===== src/sv/jstm_pkg.sv =====
// Shared types and constants of the job slot timer manager.
`default_nettype none

package jstm_pkg;

  localparam int NUM_SLOTS       = 16;
  localparam int TIMERS_PER_SLOT = 2;
  localparam int TIMER_BITS      = 32;

  localparam int NUM_TIMERS = NUM_SLOTS * TIMERS_PER_SLOT;
  localparam int CMD_W      = 3;
  localparam int SLOT_W     = 4;
  localparam int TIDX_W     = SLOT_W + 1;
  localparam int DUR_W      = 32;
  localparam int REG_W      = 32;
  localparam int BIT_IDX_W  = 5;
  localparam int HI_OFS     = 16;
  localparam int STATUS_W   = 3;

  typedef enum logic [CMD_W-1:0] {
    CMD_TICK   = 3'd0,
    CMD_SUBMIT = 3'd1,
    CMD_STOP   = 3'd2,
    CMD_CLEAR  = 3'd3,
    CMD_READ   = 3'd4
  } cmd_t;

  typedef enum logic [STATUS_W-1:0] {
    ST_IDLE   = 3'd0,
    ST_ACTIVE = 3'd1,
    ST_DONE   = 3'd2,
    ST_SOFT   = 3'd3,
    ST_HARD   = 3'd4
  } status_t;

  typedef struct packed {
    logic                  we;
    logic [TIDX_W-1:0]     addr;
    logic [TIMER_BITS-1:0] data;
  } timer_wr_t;

endpackage

`default_nettype wire


===== src/sv/jstm_timer_ram.sv =====
// Countdown value store for all timers, one write and one registered read port.
`default_nettype none

module jstm_timer_ram import jstm_pkg::*; (
  input  logic                  clk,
  input  timer_wr_t             wr,
  input  logic [TIDX_W-1:0]     raddr,
  output logic [TIMER_BITS-1:0] rdata
);

  logic [TIMER_BITS-1:0] mem [NUM_TIMERS];

  always_ff @(posedge clk) begin
    if (wr.we) begin
      mem[wr.addr] <= wr.data;
    end
  end

  always_ff @(posedge clk) begin
    rdata <= mem[raddr];
  end

endmodule

`default_nettype wire


===== src/sv/jstm_countdown.sv =====
// Shared decrement and expiry compare unit used for every timer in turn.
`default_nettype none

module jstm_countdown import jstm_pkg::*; (
  input  logic [TIMER_BITS-1:0] value,
  output logic [TIMER_BITS-1:0] value_next,
  output logic                  expired
);

  assign expired    = (value <= TIMER_BITS'(1));
  assign value_next = expired ? '0 : (value - TIMER_BITS'(1));

endmodule

`default_nettype wire


===== src/sv/job_slot_timer_manager.sv =====
// Top level of the job slot timer manager: sequencer, slot state and result register.
//
// Usage: one command transaction enters on the job channel (job_valid/job_ready)
// and exactly one result transaction leaves on the result channel
// (res_valid/res_ready), carrying the interrupt and occupancy views, the status
// of the addressed slot and the submit acceptance flag after the command acted.
// Submit, stop, clear and read pass through the EXEC and FIN states before the
// next command can be accepted; the result register is loaded from FIN.
// A tick walks all timers through one shared decrement and compare unit, with a
// read state and an update state per timer because the timer store has one
// registered read port.
// job_ready is high only while the sequencer is idle. A finished result waits in
// FIN until the output register is free; the block accepts no next command
// until the receiver takes the pending result.
// Reset clears all running flags, occupancy, interrupts and slot status and
// leaves the result channel empty; the timer store needs no clearing because a
// value is only read for a running timer.
`default_nettype none

module job_slot_timer_manager import jstm_pkg::*; (
  input  logic                clk,
  input  logic                rst,
  input  logic                job_valid,
  output logic                job_ready,
  input  logic [CMD_W-1:0]    cmd,
  input  logic [SLOT_W-1:0]   slot,
  input  logic [DUR_W-1:0]    duration,
  input  logic                hard_stop,
  input  logic [REG_W-1:0]    clear_mask,
  output logic                res_valid,
  input  logic                res_ready,
  output logic [REG_W-1:0]    irq_pending,
  output logic [REG_W-1:0]    occupancy,
  output logic [STATUS_W-1:0] slot_status,
  output logic                accepted
);

  typedef enum logic [4:0] {
    S_IDLE = 5'b00001,
    S_EXEC = 5'b00010,
    S_TRD  = 5'b00100,
    S_TUPD = 5'b01000,
    S_FIN  = 5'b10000
  } state_t;

  state_t state, state_next;

  logic [CMD_W-1:0]      cmd_q;
  logic [SLOT_W-1:0]     slot_q;
  logic [DUR_W-1:0]      dur_q;
  logic                  hard_q;
  logic [REG_W-1:0]      mask_q;
  logic [TIDX_W-1:0]     idx;
  logic [NUM_TIMERS-1:0] running;
  logic [REG_W-1:0]      occ_bits;
  logic [REG_W-1:0]      irq_bits;
  status_t               status_q [NUM_SLOTS];
  logic                  acc_q;

  logic                  slot_ok;
  logic [TIDX_W-1:0]     t0;
  logic [TIDX_W-1:0]     t1;
  logic [TIMER_BITS-1:0] dur_sat;
  logic [BIT_IDX_W-1:0]  lo_sub;
  logic [BIT_IDX_W-1:0]  hi_sub;
  logic [SLOT_W-1:0]     tslot;
  logic [BIT_IDX_W-1:0]  lo_tick;
  logic [BIT_IDX_W-1:0]  hi_tick;
  logic                  load_res;

  timer_wr_t             wr;
  logic [TIMER_BITS-1:0] rdata;
  logic [TIMER_BITS-1:0] cd_next;
  logic                  cd_expired;

  localparam logic [TIMER_BITS-1:0] TMAX = '1;

  jstm_timer_ram u_ram (
    .clk   (clk),
    .wr    (wr),
    .raddr (idx),
    .rdata (rdata)
  );

  jstm_countdown u_cd (
    .value      (rdata),
    .value_next (cd_next),
    .expired    (cd_expired)
  );

  assign slot_ok = ({1'b0, slot_q} < (SLOT_W + 1)'(NUM_SLOTS));
  assign t0      = {slot_q, 1'b0};
  assign t1      = {slot_q, 1'b1};
  assign lo_sub  = BIT_IDX_W'(slot_q);
  assign hi_sub  = BIT_IDX_W'(HI_OFS) + BIT_IDX_W'(slot_q);
  assign tslot   = idx[TIDX_W-1:1];
  assign lo_tick = BIT_IDX_W'(tslot);
  assign hi_tick = BIT_IDX_W'(HI_OFS) + BIT_IDX_W'(tslot);

  always_comb begin
    if (TIMER_BITS >= DUR_W) begin
      dur_sat = TIMER_BITS'(dur_q);
    end else if (dur_q > DUR_W'(TMAX)) begin
      dur_sat = TMAX;
    end else begin
      dur_sat = TIMER_BITS'(dur_q);
    end
  end

  always_comb begin
    wr.we   = 1'b0;
    wr.addr = idx;
    wr.data = cd_next;
    if (state == S_EXEC && cmd_q == CMD_SUBMIT && slot_ok) begin
      wr.data = dur_sat;
      if (!running[t0]) begin
        wr.we   = 1'b1;
        wr.addr = t0;
      end else if (!running[t1]) begin
        wr.we   = 1'b1;
        wr.addr = t1;
      end
    end else if (state == S_TUPD) begin
      wr.we = running[idx];
    end
  end

  assign job_ready = (state == S_IDLE);
  assign load_res  = (state == S_FIN) && (!res_valid || res_ready);

  always_comb begin
    state_next = state;
    unique case (state)
      S_IDLE: begin
        if (job_valid) begin
          state_next = (cmd == CMD_TICK) ? S_TRD : S_EXEC;
        end
      end
      S_EXEC: state_next = S_FIN;
      S_TRD:  state_next = S_TUPD;
      S_TUPD: begin
        state_next = (idx == TIDX_W'(NUM_TIMERS - 1)) ? S_FIN : S_TRD;
      end
      S_FIN: begin
        if (load_res) begin
          state_next = S_IDLE;
        end
      end
      default: state_next = S_IDLE;
    endcase
  end

  always_ff @(posedge clk) begin
    if (rst) begin
      state <= S_IDLE;
    end else begin
      state <= state_next;
    end
  end

  always_ff @(posedge clk) begin
    if (state == S_IDLE && job_valid) begin
      cmd_q  <= cmd;
      slot_q <= slot;
      dur_q  <= duration;
      hard_q <= hard_stop;
      mask_q <= clear_mask;
    end
  end

  always_ff @(posedge clk) begin
    if (rst) begin
      idx      <= '0;
      running  <= '0;
      occ_bits <= '0;
      irq_bits <= '0;
      acc_q    <= 1'b0;
      for (int i = 0; i < NUM_SLOTS; i++) begin
        status_q[i] <= ST_IDLE;
      end
    end else begin
      unique case (state)
        S_IDLE: begin
          if (job_valid) begin
            idx   <= '0;
            acc_q <= 1'b0;
          end
        end
        S_EXEC: begin
          unique case (cmd_q)
            CMD_SUBMIT: begin
              if (slot_ok) begin
                if (occ_bits[lo_sub]) begin
                  occ_bits[hi_sub] <= 1'b1;
                end else begin
                  occ_bits[lo_sub] <= 1'b1;
                end
                if (!running[t0]) begin
                  running[t0]      <= 1'b1;
                  status_q[slot_q] <= ST_ACTIVE;
                  acc_q            <= 1'b1;
                end else if (!running[t1]) begin
                  running[t1]      <= 1'b1;
                  status_q[slot_q] <= ST_ACTIVE;
                  acc_q            <= 1'b1;
                end
              end
            end
            CMD_STOP: begin
              if (slot_ok) begin
                status_q[slot_q] <= hard_q ? ST_HARD : ST_SOFT;
                running[t0]      <= 1'b0;
                running[t1]      <= 1'b0;
                occ_bits[lo_sub] <= 1'b0;
                occ_bits[hi_sub] <= 1'b0;
                irq_bits[hi_sub] <= 1'b1;
              end
            end
            CMD_CLEAR: irq_bits <= irq_bits & ~mask_q;
            default: ;
          endcase
        end
        S_TUPD: begin
          idx <= idx + TIDX_W'(1);
          if (running[idx] && cd_expired) begin
            running[idx]      <= 1'b0;
            irq_bits[lo_tick] <= 1'b1;
            status_q[tslot]   <= ST_DONE;
            if (occ_bits[lo_tick] && occ_bits[hi_tick]) begin
              occ_bits[hi_tick] <= 1'b0;
            end else if (occ_bits[lo_tick]) begin
              occ_bits[lo_tick] <= 1'b0;
            end
          end
        end
        default: ;
      endcase
    end
  end

  always_ff @(posedge clk) begin
    if (rst) begin
      res_valid <= 1'b0;
    end else if (load_res) begin
      res_valid <= 1'b1;
    end else if (res_ready) begin
      res_valid <= 1'b0;
    end
  end

  always_ff @(posedge clk) begin
    if (load_res) begin
      irq_pending <= irq_bits;
      occupancy   <= occ_bits;
      slot_status <= slot_ok ? status_q[slot_q] : ST_IDLE;
      accepted    <= acc_q;
    end
  end

endmodule

`default_nettype wire


===== config.mk =====
export PLATFORM = sky130hd
export DESIGN_NAME = job_slot_timer_manager
export DESIGN_NICKNAME = d
export VERILOG_FILES = /design/src/sv/jstm_pkg.sv /design/src/sv/jstm_timer_ram.sv /design/src/sv/jstm_countdown.sv /design/src/sv/job_slot_timer_manager.sv
export SDC_FILE = /design/constraint.sdc
export NUM_CORES = 2
export LEC_CHECK = 0
export BUFFER_PORTS_ARGS = -buffer_cell sky130_fd_sc_hd__buf_4
export CAP_MARGIN = 5
export CORE_ASPECT_RATIO = 0.8
export CORE_MARGIN = 2
export CORE_UTILIZATION = 40
export DETAILED_ROUTE_END_ITERATION = 7
export SLEW_MARGIN = 20
export SYNTH_ARGS = -nofsm -noshare
export SYNTH_HDL_FRONTEND = slang
export SYNTH_SLANG_ARGS = --single-unit

===== constraint.sdc =====
create_clock -name clk -period 4.4 [get_ports clk]
set_input_delay 0.22 -clock clk [delete_from_list [all_inputs] [get_ports clk]]
set_output_delay 0.22 -clock clk [all_outputs]
set_load 0.03 [all_outputs]

---- After elaboration in Yosys (flattened, before gate mapping) ----
Memory sizes are Yosys's and may differ from the RTL's. A register that Yosys moved wholly into a read port is not among the register bits.
Index checks and enable logic that the tools add are counted.
W data, S select, Z words.
operators by class
  add/subtract/negate cells ............... 4
  magnitude comparators ................... 15
  eq/ne operators ......................... 18
  mux-type cells .......................... 92
  bitwise logic cells ..................... 24
  reductions and logical operators ........ 27
operators by type and width
  operator                 count
  $pmux W32 S2             6
  $mux W32                 9
  $and A32 B32 Y32         8
  $not A32 Y32             5
  $or A32 B32 Y32          3
  $not A16 Y32             2
  $or A32 B16 Y32          2
  $mux W1                  46
  $mux W37                 1
  $le A32 B1 Y1 const B    1
  $not A31 Y32             1
  $or A32 B31 Y32          1
  $sub A32 B1 Y32 const B  1
  $lt A5 B6 Y1 const B     5
  $ge A5 B1 Y1 const B     5
  $pmux W5 S5              1
  $mux W5                  4
  $mux W3                  6
  $bmux W1 S4              4
  $demux W1 S4             4
  $demux W1 S5             3
  $logic_and A1 B1 Y1      12
  $lt A4 B6 Y1 const B     2
  $mux W6                  2
  28 further kinds         46
storage, ports and cells
  bits in registers ....................... 245
  memory bits (writable) .................. 1072
  output and inout bits ................... 70
  logic and storage cells ................. 197
  memories ................................ 2
memory list
  name       words  width  read ports  clocked after Yosys merged registers in  wr ports  RTL line                      RTL
  u_ram.mem  32     32     1           1                                        1         jstm_timer_ram.sv:11          logic [TIMER_BITS-1:0] mem [NUM_TIMERS];
  status_q   16     3      1           1                                        16        job_slot_timer_manager.sv:57  status_t status_q [NUM_SLOTS];

---- Longest topological paths before layout ----
  depth in word-level cells ............... 13
  mapped depth ............................ 12
  gate-level depth less buffers ........... 9

---- Hierarchy ----
From an unflattened synthesis, not the netlist that was laid out.
second synthesis, totals
  cell total of the unflattened synthesis .. 3620
  area, all modules ....................... 55311.8 sq um
by module, submodules not included
  module                  instances  cells an instance  area each (sq um)
  jstm_timer_ram          1          2260               40492.6
  job_slot_timer_manager  1          1218               13862.0
  jstm_countdown          1          142                957.2

---- Worst setup path after synthesis ----
No wires, ideal clock.
  path type ............................... reg-to-reg
  start ................................... reg state[3]
  end ..................................... reg accepted (enable)
  arrival ................................. 3841 ps
  required time ........................... 3898 ps
  slack ................................... 57 ps
  cell stages (with the launch flop) ...... 5
  buffers on the path ..................... 1
  period minus slack after synthesis ...... 4343 ps
  cells stage by stage .................... dfxtp_1 -> clkbuf_1 -> nor3_1 -> nand3b_1 -> nor2b_1
on the way
  word-level cells in the longest chain between the ends .. 2
ends and longest elaborated chain
  element                 RTL line                       RTL
  start, declared         job_slot_timer_manager.sv:46   state_t state, state_next;
  start signal, assigned  job_slot_timer_manager.sv:157  state <= state_next;
  $eq A5 B5 Y1            job_slot_timer_manager.sv:129  assign load_res = (state == S_FIN) && (!res_valid || res_ready);
  $logic_and A1 B1 Y1     job_slot_timer_manager.sv:129
  via load_res            job_slot_timer_manager.sv:69   logic load_res;
  end signal, assigned    job_slot_timer_manager.sv:256  accepted <= acc_q;
  end, declared           job_slot_timer_manager.sv:35   output logic accepted
The timed path passes the listed nets, and every way through them passes these cells.
A chain may end at the register's enable or synchronous reset.

---- Worst setup path after layout ----
  start ................................... reg slot_q[0]
  end ..................................... mem u_ram.mem[14][7] (enable)
on the way
  word-level cells in the longest chain between the ends .. 7
  elaborated cells on any way between the ends .. 10
  those cells by class .................... mux (10)
ends and longest elaborated chain
  element                        RTL line                       RTL
  start, declared                job_slot_timer_manager.sv:49   logic [SLOT_W-1:0] slot_q;
  start signal, assigned         job_slot_timer_manager.sv:164  slot_q <= slot;
  $bmux W1 S4                    job_slot_timer_manager.sv:119  end else if (!running[t1]) begin
  $mux W1 (implied by the code)  job_slot_timer_manager.sv:119
  $mux W6                        job_slot_timer_manager.sv:119
  $mux W6 (*)                    job_slot_timer_manager.sv:116  if (!running[t0]) begin
  $mux W1                        job_slot_timer_manager.sv:114  if (state == S_EXEC && cmd_q == CMD_SUBMIT && slot_ok) begin
  $mux W1                        jstm_timer_ram.sv:14           if (wr.we) begin
  $mux W1 (implied by the code)  jstm_timer_ram.sv:15           mem[wr.addr] <= wr.data;
  end, declared                  jstm_timer_ram.sv:11
Every way passes the cells marked *; elsewhere a longest branch is shown, timed or not. The select of a mux whose other input is x is not followed.

==> flow_metrics.env <==
export IMPL_dr_pass1_iters=6
export IMPL_track_usage=0.2072
export IMPL_die_h_um=331.3
export IMPL_synth_distinct_cells=58
export IMPL_finalNetCount=3401
export IMPL_final_util=0.4750
export IMPL_core_um2=133300
export IMPL_dp_final_hpwl_um=88800
export IMPL_cts_resized=0
export IMPL_synth_async_sr_flop_share=0
export IMPL_path_clk_slew_ns=0.06
export IMPL_clock_sinks=1352
export IMPL_grt_ovfl_total=0
export IMPL_power_density_nw_per_um2=411.3
export IMPL_synth_nets=3053
export IMPL_power_frac_comb=0.017
export IMPL_setup_violations=0
export IMPL_critPathLaunchType="flop"
export IMPL_io_pins=146
export IMPL_status="finished, final reports clean"
export IMPL_worstSkewPairLatency_ns=0.76
export IMPL_path_max_fanout=23
export IMPL_drcViolationCount=0
export IMPL_p_switching_mw=5.187
export IMPL_drive_above_1_share=0.2679
export IMPL_internal_power_mw=20.86
export IMPL_cts_buffer_depth=3
export IMPL_ys_warn_count=0
export IMPL_seq_area_frac_synth=0.7318
export IMPL_start_util=0.4017
export IMPL_tns_ns=0
export IMPL_detail_route_vias_per_cell=5.779
export IMPL_grt_pass1_vias=29840
export IMPL_syn_avg_cell_area_um2=18.03
export IMPL_max_cap_viol_count=0
export IMPL_finalCritPeriodShare=0.9369
export IMPL_finalClockSkew_ns=0.02194
export IMPL_ir_drop_mv=0.3360
export IMPL_crit_arrival_ns=4.56
export IMPL_swShare=0.1991
export IMPL_drtAntennaViolNets=0
export IMPL_antenna_found_initial=1
export IMPL_reg2reg_depth=9
export IMPL_period_needed_ns=4.122
export IMPL_rsz0062_at_grt="false"
export IMPL_hp_class="input port to flop"
export IMPL_gp_congestion=0.9258
export IMPL_die_w_um=413.1
export IMPL_grt_start_max_net_pins=159
export IMPL_crit_required_ns=4.84
export IMPL_dieArea_um2=136900
export IMPL_final_cell_mix="edfxtp_1, buf_4, mux4_2, nor2_1, mux2i_1"
export IMPL_vias=30060
export IMPL_fillers=11230
export IMPL_tightest_slew_ns=1.083
export IMPL_crit_type="flop to flop"
export IMPL_cts_tree="yes"
export IMPL_relSlewSlack=0.2753
export IMPL_wirelength_um=142000
export IMPL_routedWlPerCell_um=27.31
export IMPL_cts_buffers=139
export IMPL_placed_cells=4866
export IMPL_num_rows=120
export IMPL_dpl_instance_area_um2=57970
export IMPL_ys_flop_type="edfxtp_1"
export IMPL_design_area_um2=63330
export IMPL_final_cells=5201
export IMPL_final_common_cell="edfxtp_1"
export IMPL_whs_path_depth=2
export IMPL_p_clk_frac=0.448
export IMPL_syn2layout_area_growth_pct=18.23
export IMPL_pwr_share_seq=0.535
export IMPL_synth_seq_cells=1352
export IMPL_portBuffers=145
export IMPL_hold_violations=0
export IMPL_synth_area_um2=53560
export IMPL_initialDrtViolationCount=3526
export IMPL_cts_root_buffer="clkbuf_16"
export IMPL_p_leak_nw=20.67
export IMPL_synth_edf_count=1212
export IMPL_fmax_mhz=242.6
export IMPL_htree_levels=4
export IMPL_grt_pass1_wl_um=207400
export IMPL_synthCells=2970
export IMPL_crit_path_end_kind="flop"
export IMPL_drv_slew=0
## worst max-delay path, cell delays in order (launching register included)
cell and delay, ns:
edfxtp_1 0.51, mux4_1 0.63, mux4_2 0.57, a21o_1 0.24, buf_4 0.18, buf_4 0.17
nor2_1 0.10, a31oi_1 0.16, nor2_4 0.87, buf_4 0.37
## synth_stat cells (6+ instances only)
library cell | n | area, um2
o21a_1 | 12 | 90.09
nor3_1 | 31 | 155.2
buf_2 | 10 | 50.05
o31ai_1 | 13 | 97.59
dfxtp_1 | 140 | 2803
nor2b_1 | 13 | 81.33
a31oi_1 | 16 | 100.1
edfxtp_1 | 1212 | 36390
a21oi_1 | 116 | 580.6
nor4_1 | 11 | 68.82
o21ai_0 | 114 | 570.6
a221o_1 | 16 | 160.2
clkbuf_1 | 119 | 446.7
nand3_1 | 16 | 80.08
o311ai_0 | 31 | 271.5
a211oi_1 | 22 | 165.2
or2_2 | 38 | 237.7
a21bo_2 | 9 | 90.09
inv_1 | 6 | 22.52
nand2_1 | 111 | 416.7
mux2i_1 | 148 | 1481
ha_1 | 7 | 87.58
nand2b_1 | 14 | 87.58
o22ai_1 | 75 | 469.2
o32ai_1 | 11 | 96.34
xnor2_1 | 19 | 166.4
o21ai_1 | 6 | 30.03
buf_1 | 53 | 198.9
nor2_2 | 8 | 50.05
mux4_2 | 291 | 6554
and2_1 | 6 | 37.54
xor2_1 | 11 | 96.34
o211ai_1 | 24 | 180.2
or3_1 | 6 | 37.54
nor2_1 | 188 | 705.7
## metal layers
layer  share of wire  up-vias  GRT usage
met5        0.000084        -          0
li1                -    12790          -
met2            0.45     1404     0.3015
met1            0.45    15630     0.3136
met3           0.085      233    0.04345
met4           0.024        2    0.06058
## through the flow
step / hold slack [ns] / setup WS, ns / total power [mW]
after floorplan: 0.3189 / 0.05676 / 14.38
after global placement: 0.3993 / 0.3168 / 14.59
after detailed placement: 0.3996 / 0.2887 / 14.59
after CTS: 0.1217 / 0.2753 / 26.26
after global routing: 0.1508 / 0.1265 / 26.78
final: 0.1732 / 0.2777 / 26.05
## power groups by stage
stage               Combinational (mW)  Sequential [mW]  Clock, mW
floorplan                        0.182             14.2          0
global placement                 0.371             14.2          0
detailed placement               0.372             14.2          0
CTS                              0.428             13.9       11.9
global route                     0.456             13.9       12.4
finish                           0.432             13.9       11.7
## what timing repair did
action                     CTS  global route
hold buffers                75             0
setup endpoints to repair    0             0
setup buffers                0             0
hold endpoints to repair   102             0
## kinds of logic (layout without fill, tap and decap cells)
logic type | count (synthesis) | after routing | share of synthesized area
DFF | 1352 | 1352 | 0.7318
AOI/OAI and AO/OA | 486 | 486 | 0.05756
and+or+nand+nor | 464 | 464 | 0.03955
muxes | 441 | 441 | 0.1507
buffers and inverters | 190 | 651 | 0.01383
xor gates and xnor gates | 30 | 30 | 0.004905
adders and majority gates | 7 | 7 | 0.001635
other | 0 | 1 | 0
## path summary, 6_finish.rpt
check                                   from                to  slack [ns]
worst max-delay path               slot_q[0]  u_ram.mem[14][7]        0.28
worst min-delay path            duration[12]         dur_q[12]        0.17
worst min register to register     mask_q[6]       irq_bits[6]        0.42
worst max register to register     slot_q[0]  u_ram.mem[14][7]        0.28
## area by class of cell
| class | instances | area [um2] | area share |
|---|---|---|---|
| Multi-Input combinational cell | 1428 | 14010 | 0.2212 |
| Timing Repair Buffer | 391 | 3391 | 0.05354 |
| Antenna cell | 1 | 2.502 | 0.00003951 |
| Inverter | 6 | 32.53 | 0.0005137 |
| Sequential cell | 1352 | 39210 | 0.6191 |
| Clock buffer | 183 | 3749 | 0.05919 |
| Tap cell | 1769 | 2213 | 0.03495 |
| Clock inverter | 71 | 728.2 | 0.01150 |
## flip-flops by register name (all words and copies together), names as in the netlist, 32 cells and up
| name | flops |
|---|---|
| running | 32 |
| u_ram.rdata | 32 |
| u_ram.mem | 1024 |
| status_q | 48 |
| irq_bits | 32 |
| occ_bits | 32 |
| mask_q | 32 |
| dur_q | 32 |
| irq_pending | 32 |
| occupancy | 32 |
Power figures use the tool's default switching activity.
